<file path="src/rtl/lfu_pkg.sv">
// ----------------------------------------------------------------------------
// lfu_pkg
// Shared types and constants of the LFU cache table.
// ----------------------------------------------------------------------------
`timescale 1ns / 1ps

package lfu_pkg;

	localparam int ENTRIES_DEF     = 16;
	localparam int COUNT_WIDTH_DEF = 16;
	localparam logic [4:0] CAP_RESET = 5'd16;

	localparam logic OP_GET = 1'b0;
	localparam logic OP_PUT = 1'b1;

	typedef struct packed {
		logic               opcode;
		logic signed [31:0] key;
		logic signed [31:0] value;
	} req_t;

	typedef struct packed {
		logic               hit;
		logic signed [31:0] read_value;
		logic               evicted;
		logic signed [31:0] evicted_key;
	} rsp_t;

	typedef enum logic [2:0] {
		ST_IDLE,
		ST_SCAN,
		ST_DECIDE,
		ST_UPD,
		ST_DONE
	} state_t;

endpackage

</file>
<file path="src/rtl/lfu_cache_table.sv">
// A hit or insert sweeps the entry memory twice from start to the done strobe
// (one read per cycle); a get miss or a put at zero capacity sweeps it once.
// One item at a time: busy stays high from acceptance through the done cycle,
// and the next beat is taken in the idle state after it. Results are not stallable.
// arst_n clears valid marks, fill level, and sets capacity to 16; no clearing pass.
// ----------------------------------------------------------------------------
// lfu_cache_table
// LFU key/value table with least-recent tie-break, held in one sync memory.
// ----------------------------------------------------------------------------
`timescale 1ns / 1ps

module lfu_cache_table #(
	parameter int ENTRIES     = lfu_pkg::ENTRIES_DEF,
	parameter int COUNT_WIDTH = lfu_pkg::COUNT_WIDTH_DEF
) (
	input  logic          clk,
	input  logic          arst_n,
	input  logic          start,
	input  lfu_pkg::req_t cmd,
	output logic          busy,
	output logic          done,
	output lfu_pkg::rsp_t result,
	input  logic          cfg_valid,
	output logic          cfg_ready,
	input  logic [4:0]    cfg_data
);

	import lfu_pkg::*;

	// index / rank width, fill-count width, compare width, record width
	localparam int IW   = (ENTRIES > 1) ? $clog2(ENTRIES) : 1;
	localparam int RW   = IW;
	localparam int NW   = $clog2(ENTRIES + 1);
	localparam int CPW  = (NW > 5) ? NW : 5;
	localparam int RECW = 64 + COUNT_WIDTH + RW;

	// record layout: {key, data, count, rank}
	localparam int CNT_LSB = RW;
	localparam int DAT_LSB = RW + COUNT_WIDTH;
	localparam int KEY_LSB = RW + COUNT_WIDTH + 32;

	state_t state_q, state_d;

	req_t                 req_q;
	rsp_t                 rsp_q;
	logic [4:0]           cap_q;
	logic [ENTRIES-1:0]   valid_q;
	logic [NW-1:0]        fill_q;
	logic [NW-1:0]        cnt_q;

	// read issued last cycle; its data is on rdata now
	logic                 pv_q;
	logic [IW-1:0]        pidx_q;

	// scan results
	logic                 match_q;
	logic [IW-1:0]        ms_q;
	logic [RW-1:0]        mrank_q;
	logic [31:0]          mdata_q;
	logic                 vf_q;
	logic [IW-1:0]        vidx_q;
	logic [COUNT_WIDTH-1:0] vcnt_q;
	logic [RW-1:0]        vrank_q;
	logic [31:0]          vkey_q;
	logic                 ff_q;
	logic [IW-1:0]        free_q;

	// update plan
	logic                 ins_q;
	logic                 ev_q;
	logic [IW-1:0]        slot_q;

	// memory ports
	logic                 rd_issue;
	logic [IW-1:0]        rd_addr;
	logic [RECW-1:0]      rdata;
	logic                 we;
	logic [RECW-1:0]      wdata;

	logic [RW-1:0]          r_rank;
	logic [COUNT_WIDTH-1:0] r_cnt;
	logic [31:0]            r_dat;
	logic [31:0]            r_key;

	// decide-step terms
	logic [CPW-1:0] cap_eff;
	logic [CPW-1:0] fill_ext;
	logic           cap_zero;
	logic           d_ev;
	logic           d_ins;
	logic           d_upd;
	logic [IW-1:0]  d_slot;
	logic [ENTRIES-1:0] valid_d;

	assign r_rank = rdata[RW-1:0];
	assign r_cnt  = rdata[CNT_LSB +: COUNT_WIDTH];
	assign r_dat  = rdata[DAT_LSB +: 32];
	assign r_key  = rdata[KEY_LSB +: 32];

	assign cap_eff  = (CPW'(cap_q) > CPW'(ENTRIES)) ? CPW'(ENTRIES) : CPW'(cap_q);
	assign fill_ext = CPW'(fill_q);
	assign cap_zero = (cap_q == 5'd0);
	assign d_ins    = (req_q.opcode == OP_PUT) && !cap_zero && !match_q;
	assign d_ev     = d_ins && (fill_ext >= cap_eff) && vf_q;
	assign d_upd    = match_q && ((req_q.opcode == OP_GET) || !cap_zero);
	// lowest free slot once the victim is gone
	assign d_slot   = (d_ev && !(ff_q && (free_q < vidx_q))) ? vidx_q : free_q;

	// valid marks after the decide step: victim out, new key in
	always_comb begin
		valid_d = valid_q;
		if (d_ev) begin
			valid_d[vidx_q] = 1'b0;
		end
		if (d_ins) begin
			valid_d[d_slot] = 1'b1;
		end
	end

	lfu_mem #(
		.DEPTH (ENTRIES),
		.WIDTH (RECW)
	) u_mem (
		.clk   (clk),
		.we    (we),
		.waddr (pidx_q),
		.wdata (wdata),
		.raddr (rd_addr),
		.rdata (rdata)
	);

	// ---------------- state machine ----------------
	always_comb begin
		state_d = state_q;
		unique case (state_q)
			ST_IDLE: begin
				if (start) begin
					state_d = ST_SCAN;
				end
			end
			ST_SCAN: begin
				if (cnt_q == NW'(ENTRIES)) begin
					state_d = ST_DECIDE;
				end
			end
			ST_DECIDE: begin
				state_d = (d_upd || d_ins) ? ST_UPD : ST_DONE;
			end
			ST_UPD: begin
				if (cnt_q == NW'(ENTRIES)) begin
					state_d = ST_DONE;
				end
			end
			ST_DONE: begin
				state_d = ST_IDLE;
			end
			default: begin
				state_d = ST_IDLE;
			end
		endcase
	end

	always_comb begin
		busy      = (state_q != ST_IDLE);
		done      = (state_q == ST_DONE);
		cfg_ready = (state_q == ST_IDLE);
		rd_issue  = ((state_q == ST_SCAN) || (state_q == ST_UPD)) &&
		            (cnt_q < NW'(ENTRIES));
		rd_addr   = cnt_q[IW-1:0];
	end

	assign result = rsp_q;

	// ---------------- write-back record ----------------
	always_comb begin
		logic [RW-1:0]          nrank;
		logic [COUNT_WIDTH-1:0] ncnt;
		logic [31:0]            ndat;
		nrank = r_rank;
		ncnt  = r_cnt;
		ndat  = r_dat;
		we    = (state_q == ST_UPD) && pv_q && valid_q[pidx_q];
		if (ins_q) begin
			// every survivor ages by one; those older than the victim close the gap
			nrank = r_rank - RW'(ev_q && (r_rank > vrank_q)) + RW'(1);
		end else if (pidx_q == ms_q) begin
			ncnt  = (&r_cnt) ? r_cnt : r_cnt + COUNT_WIDTH'(1);
			nrank = '0;
			if (req_q.opcode == OP_PUT) begin
				ndat = req_q.value;
			end
		end else if (r_rank < mrank_q) begin
			nrank = r_rank + RW'(1);
		end
		wdata = {r_key, ndat, ncnt, nrank};
		if (ins_q && (pidx_q == slot_q)) begin
			wdata = {req_q.key, req_q.value, COUNT_WIDTH'(1), RW'(0)};
		end
	end

	// ---------------- control registers ----------------
	always_ff @(posedge clk or negedge arst_n) begin
		if (!arst_n) begin
			state_q   <= ST_IDLE;
			cap_q     <= CAP_RESET;
			valid_q   <= '0;
			fill_q    <= '0;
			cnt_q     <= '0;
			pv_q      <= 1'b0;
			match_q   <= 1'b0;
			vf_q      <= 1'b0;
			ff_q      <= 1'b0;
			ins_q     <= 1'b0;
			ev_q      <= 1'b0;
		end else begin
			state_q <= state_d;
			pv_q    <= rd_issue;
			if (cfg_valid && cfg_ready) begin
				cap_q <= cfg_data;
			end
			if (rd_issue) begin
				cnt_q <= cnt_q + NW'(1);
			end
			if (state_q == ST_IDLE) begin
				cnt_q   <= '0;
				match_q <= 1'b0;
				vf_q    <= 1'b0;
				ff_q    <= 1'b0;
			end
			if (state_q == ST_SCAN && pv_q) begin
				if (valid_q[pidx_q]) begin
					if (r_key == $unsigned(req_q.key)) begin
						match_q <= 1'b1;
					end
					if (!vf_q || (r_cnt < vcnt_q) || ((r_cnt == vcnt_q) && (r_rank > vrank_q))) begin
						vf_q <= 1'b1;
					end
				end else if (!ff_q) begin
					ff_q <= 1'b1;
				end
			end
			if (state_q == ST_DECIDE) begin
				cnt_q     <= '0;
				ins_q     <= d_ins;
				ev_q      <= d_ev;
				valid_q   <= valid_d;
				if (d_ins && !d_ev) begin
					fill_q <= fill_q + NW'(1);
				end
			end
		end
	end

	// ---------------- payload registers ----------------
	always_ff @(posedge clk) begin
		pidx_q <= rd_addr;
		if (state_q == ST_IDLE && start) begin
			req_q <= cmd;
		end
		if (state_q == ST_SCAN && pv_q && valid_q[pidx_q]) begin
			if (r_key == $unsigned(req_q.key)) begin
				ms_q    <= pidx_q;
				mrank_q <= r_rank;
				mdata_q <= r_dat;
			end
			if (!vf_q || (r_cnt < vcnt_q) || ((r_cnt == vcnt_q) && (r_rank > vrank_q))) begin
				vidx_q  <= pidx_q;
				vcnt_q  <= r_cnt;
				vrank_q <= r_rank;
				vkey_q  <= r_key;
			end
		end
		if (state_q == ST_SCAN && pv_q && !valid_q[pidx_q] && !ff_q) begin
			free_q <= pidx_q;
		end
		if (state_q == ST_DECIDE) begin
			slot_q          <= d_slot;
			rsp_q.hit       <= match_q;
			rsp_q.evicted   <= d_ev;
			rsp_q.evicted_key <= d_ev ? vkey_q : 32'd0;
			if (req_q.opcode == OP_GET) begin
				rsp_q.read_value <= match_q ? mdata_q : 32'hFFFF_FFFF;
			end else begin
				rsp_q.read_value <= 32'd0;
			end
		end
	end

endmodule

</file>
<file path="src/rtl/lfu_mem.sv">
// ----------------------------------------------------------------------------
// lfu_mem
// Entry store: one write port, one read port, registered read data.
// ----------------------------------------------------------------------------
`timescale 1ns / 1ps

module lfu_mem #(
	parameter int DEPTH = 16,
	parameter int WIDTH = 84
) (
	input  logic                                   clk,
	input  logic                                   we,
	input  logic [(DEPTH > 1 ? $clog2(DEPTH) : 1)-1:0] waddr,
	input  logic [WIDTH-1:0]                       wdata,
	input  logic [(DEPTH > 1 ? $clog2(DEPTH) : 1)-1:0] raddr,
	output logic [WIDTH-1:0]                       rdata
);

	logic [WIDTH-1:0] mem [DEPTH];

	always_ff @(posedge clk) begin
		if (we) begin
			mem[waddr] <= wdata;
		end
		rdata <= mem[raddr];
	end

endmodule

</file>
<file path="config.mk">
export PLATFORM = sky130hd
export DESIGN_NAME = lfu_cache_table
export DESIGN_NICKNAME = d
export VERILOG_FILES = /design/src/rtl/lfu_pkg.sv /design/src/rtl/lfu_cache_table.sv /design/src/rtl/lfu_mem.sv
export SDC_FILE = /design/constraint.sdc
export NUM_CORES = 2
export LEC_CHECK = 0
export BUFFER_PORTS_ARGS = -buffer_cell sky130_fd_sc_hd__buf_4
export CAP_MARGIN = 10
export CORE_ASPECT_RATIO = 1.1
export CORE_MARGIN = 1
export CORE_UTILIZATION = 56
export DETAILED_ROUTE_END_ITERATION = 7
export PLACE_DENSITY_LB_ADDON = 0.2
export SYNTH_ARGS = -nofsm -noshare
export SYNTH_HDL_FRONTEND = slang
export SYNTH_HIERARCHICAL = 1
export SYNTH_SLANG_ARGS = --single-unit
</file>
<file path="constraint.sdc">
create_clock -name clk -period 8.6 [get_ports clk]
set_input_delay 0.43 -clock clk [delete_from_list [all_inputs] [get_ports clk]]
set_output_delay 0.43 -clock clk [all_outputs]
set_load 0.02 [all_outputs]
</file>
# Word-level counts from Yosys, hierarchy flattened
# Memories as Yosys holds them, arrays and structs flattened. A register that Yosys moved wholly into a read port is not among the register bits.
# Cells that the tools add are included.
# word_totals
memories,1
ramBits,1344
out_inout_bits,69
input_bits,74
regBits,279
# classes
bitwise,4
order_cmp,12
n_eq_ne,12
addsub,6
reduce_logical,43
n_mux,43
# memory_table
memory,words,word_bits,read_ports,rd_clocked_by_memory_dff,wr,line_no,rtl
u_mem.mem,16,84,1,1,1,lfu_mem.sv:19,logic [WIDTH-1:0] mem [DEPTH];
# ops
cell,n
$mux W32,4
$mux W84,1
$mux W16,5
$eq A32 B32 Y1,1
$logic_and A1 B1 Y1,22
$mux W5,4
$mux W1,17
$add A16 B1 Y16 const B,1
$and A16 B16 Y16,1
$eq A16 B16 Y1,1
$lt A16 B16 Y1,1
$mux W4,4
$not A16 Y16,1
$or A16 B16 Y16,1
$reduce_and A16 Y1,1
$lt A4 B5 Y1 const B,3
$mux W3,4
$pmux W3 S4,1
$add A5 B1 Y5 const B,2
$add A4 B1 Y4 const B,2
$demux W1 S4,2
$eq A4 B4 Y1,2
$ge A4 B1 Y1 const B,2
$lt A4 B4 Y1,2
other kinds (19),35

# Logic depth before layout (Yosys ltp)
# depth
ltp_word,14
mapped_depth,14

# Hierarchy
# Netlist, hierarchy kept.
# by_module_without_submodules
module,instances,cells_each,area_each_um2,seq_area_each_um2
lfu_mem,1,2154,52052.4,42040.3
lfu_cache_table,1,987,12728.5,8139.1

# Worst setup path before layout
# OpenSTA, ideal clock, no wires.
# synth_timing
path_kind,register to register
start,reg pidx_q[0]
end,mem u_mem.mem[0][0] (enable)
required_time_ps,7971
path_stages_with_launch,8
period_less_slack_ps,8264
path_buffers,1
arrival_ps,7635
setup_ps,629
path_slack_ps,336
path_cell_list,dfxtp_1 buf_2 mux4_2 mux2i_1 mux2i_1 and4_1 or3b_2 nor3_1
# synth_via
elab_chain_cells,5
# synth_lines
element,line_no,rtl
from (decl),lfu_cache_table.sv:53,logic [IW-1:0] pidx_q;
from (signal assigned),lfu_cache_table.sv:256,pidx_q <= rd_addr;
$bmux W1 S4,lfu_cache_table.sv:182,we = (state_q == ST_UPD) && pv_q && valid_q[pidx_q];
$mux W1 (implied by the code),lfu_cache_table.sv:182,
$logic_and A1 B1 Y1,lfu_cache_table.sv:182,
via we,lfu_cache_table.sv:77,logic we;
$mux W1,lfu_mem.sv:22,if (we) begin
$mux W1 (implied by the code),lfu_mem.sv:23,mem[waddr] <= wdata;
to (decl),lfu_mem.sv:19,
# The timed path passes the listed nets, and every way through them passes these cells. The select of a mux whose other input is x is not followed.

# Worst setup path in the final report
# layout_timing
start,reg pidx_q[0]
end,mem u_mem.mem[3][20] (enable)
# The elaborated chain is that of the path after synthesis.

==> results.cfg <==
[finish]
finalNetCount = 3548
stdcell_area_um2 = 73900
layout-drive-gt1-share = 0.259
areaGrowthSynthToFinish_pct = 14.1
final_util = 0.646
antenna_cells = 0

[synth]
synthSimpleGateAreaFrac = 0.0296
netlist.top_cell.by_area = edfxtp_1
synth-compound-area-share = 0.0401
ys_top_cells_by_count = edfxtp_1 (1579), mux4_2 (340), nand2_1 (220)
syn_area_um2 = 64800
synthAdderAreaFrac = 0.00753
synth.area.top_cells = edfxtp_1 (73%), mux4_2 (12%), dfxtp_1 (2.7%)
synthCells = 3141
synth_ff_type = edfxtp_1
synth-edff-count = 1579
synth_mux_area_frac = 0.126
synth-xor-area-share = 0.00649
ys_ff_latch = 1707
ys_types = 70
yosysWarnings = 6
synth_most_common_cell = edfxtp_1
synth_top_family_by_area = multiplexers
syn_nets = 3254
yosysSeqAreaShare = 0.775
async_flop_share = 0.0234
avgSynthCellArea_um2 = 20.6
synth_top_area_share = 0.732

[clock_network]
clock_latency_ns = 0.80
cts_root_buf = clkbuf_16
cts_setup_buffers = 0
htreeDepth = 4
path_clk_slew_ns = 0.06
cts_buffer_depth = 3
numCtsBuffers = 164
cts_tree = done
clock_sinks = 1707

[critical_path]
crit_type = reg -> reg
reg2reg_setup_slack_ns = 3.57
cp-start-kind = register
arrival_ns = 5.42
rr_worst_depth = 7
cp-end-kind = register
cp.required_ns = 8.99
r2r_end = u_mem/mem[3][20]
cp_max_fo = 53
reg2reg_from = pidx_q[0]

[route]
drt_iter0_drc = 3522
num_vias = 32100
wl_per_cell_um = 28.8
drc = 0
dr.pass1.iters = 6
drt_wl_total_um = 147000
viasPerCell = 6.30
drt.antenna.violating_nets = 0

[sta]
layout_min_cycle_time_ns = 5.03
timing.final.hold_violations = 0
setup_viol = 0
tightest_slew_ns = 1.22
fin_skew_ns = 0.0377
maxSlewHeadroom = 0.183
hold_ws_ns = 0.0698
finalSetupTns_ns = 0
setup_ws_ns = 3.57
drv_slew = 0
min_period_over_period = 0.585
rsz0062_at_grt = false
fmax_ghz = 0.199

[floorplan]
core-area_um2 = 115000
fp.dieH_um = 359
dieArea_um2 = 117000
core.rowCount = 130
fp.dieW_um = 326
start_util = 0.566
ios = 143

[min_path]
whs_path_depth = 3
hp-start = cfg_valid
min_to = cap_q[4]
hold_class = in -> reg

[place]
numPortBuffers = 142
dpl_cell_area_um2 = 67700
pre_cts_slack_ns = 3.51
place_congestion = 0.832
dpl.hpwl_um = 80400

[grt]
grt_usage = 0.254
grt_max_degree = 107
grt-ovfl-total = 0
grt_antenna_before_repair = 3
grt_pass1_vias = 32800
grt_pass1_wl_um = 216000

[power_and_ir_drop]
power_density_nw_per_um2 = 331
max-vdd-ir-drop_uv = 218
power.leakage_nw = 24.3

[outcome]
status = complete, no violations

[flow_run]
cap_violations = 0
-- logic make-up after synthesis --
group / after synthesis
flops: 1707
xor+xnor: 48
fa+ha+maj: 39
simple gates: 400
compound gates: 330
mux: 386
buf+inv: 231
-- metrics by stage --
stage	cells	power (mW)
global route	5094	25.4
floorplan	3141	15.4
global placement	4714	17.1
detailed placement	4714	17.4
finish	5094	24.5
CTS	5092	24.6
-- cell usage in the layout (no fill, tap or decap), types with 37 or more instances in the layout --
| cell type | count |
|---|---|
| clkbuf_16 | 169 |
| inv_1 | 78 |
| clkbuf_1 | 41 |
| dfrtp_1 | 37 |
| mux2_2 | 39 |
| dlygate4sd3_1 | 71 |
| and3_1 | 40 |
| buf_4 | 205 |
| a22oi_2 | 40 |
| nand2_1 | 220 |
| dfxtp_1 | 88 |
| a22oi_1 | 129 |
| ha_1 | 39 |
| edfxtp_1 | 1579 |
| a21oi_1 | 52 |
| mux4_2 | 340 |
-- how the worst max path moves through the flow --
| stage | start | end | slack [ns] |
|---|---|---|---|
| 2_1_floorplan | pidx_q[0] | u_mem/mem[0][0] | 0.34 |
| 3_3_place_gp | pidx_q[0] | u_mem/mem[2][21] | 3.62 |
| 3_5_place_dp | pidx_q[0] | u_mem/mem[3][21] | 3.51 |
| 4_1_cts | pidx_q[0] | u_mem/mem[3][23] | 3.49 |
| 5_1_grt | pidx_q[0] | u_mem/mem[13][2] | 3.34 |
| 6_report | pidx_q[0] | u_mem/mem[3][20] | 3.57 |
-- per-layer routing --
metal / GRT usage / wire length, µm / up-vias
li1: - / - / 13500
met1: 0.365 / 59700 / 16900
met2: 0.407 / 71600 / 1455
met3: 0.0482 / 12700 / 220
met4: 0.0679 / 2920 / 0
met5: 0 / 0 / -
-- critical path: stages (launching register included) --
cell     delay [ns]
dfxtp_1        0.94
mux4_2         0.40
mux2i_1        0.09
mux2i_1        0.28
and4_1         0.37
or3b_2         0.63
nor2_4         0.88
buf_4          0.97
-- layout make-up --
type | instances | area, µm²
flip-flops and latches | 1707 | 50200
fillers | 7549 | 40600
multi-input cells | 1203 | 13800
clock buffers | 226 | 4600
repair buffers | 279 | 2310
well taps | 1518 | 1900
clock inverters | 81 | 876
inverters | 80 | 303
-- report_power, final --
part	total [mW]	switching, mW	internal (mW)
registers	11.6	0.620	11.0
logic	5.66	3.53	2.13
clock network	7.26	3.04	4.22
total	24.5	7.19	17.3
-- registers in the layout, indices dropped and copies added, names as in the netlist, 5 cells and up --
signal,cells
u_mem/mem,1344
u_mem/rdata,84
result,66
req_q,65
mdata_q,32
vkey_q,32
valid_q,16
vcnt_q,16
cap_q,5
cnt_q,5
fill_ext,5
-- repair_timing --
item / 4_1_cts / 5_1_grt
gates resized for setup: 0 / 0
hold buffers: 71 / 0
endpoints found under the hold margin: 110 / 0
Power figures use the tool's default switching activity.
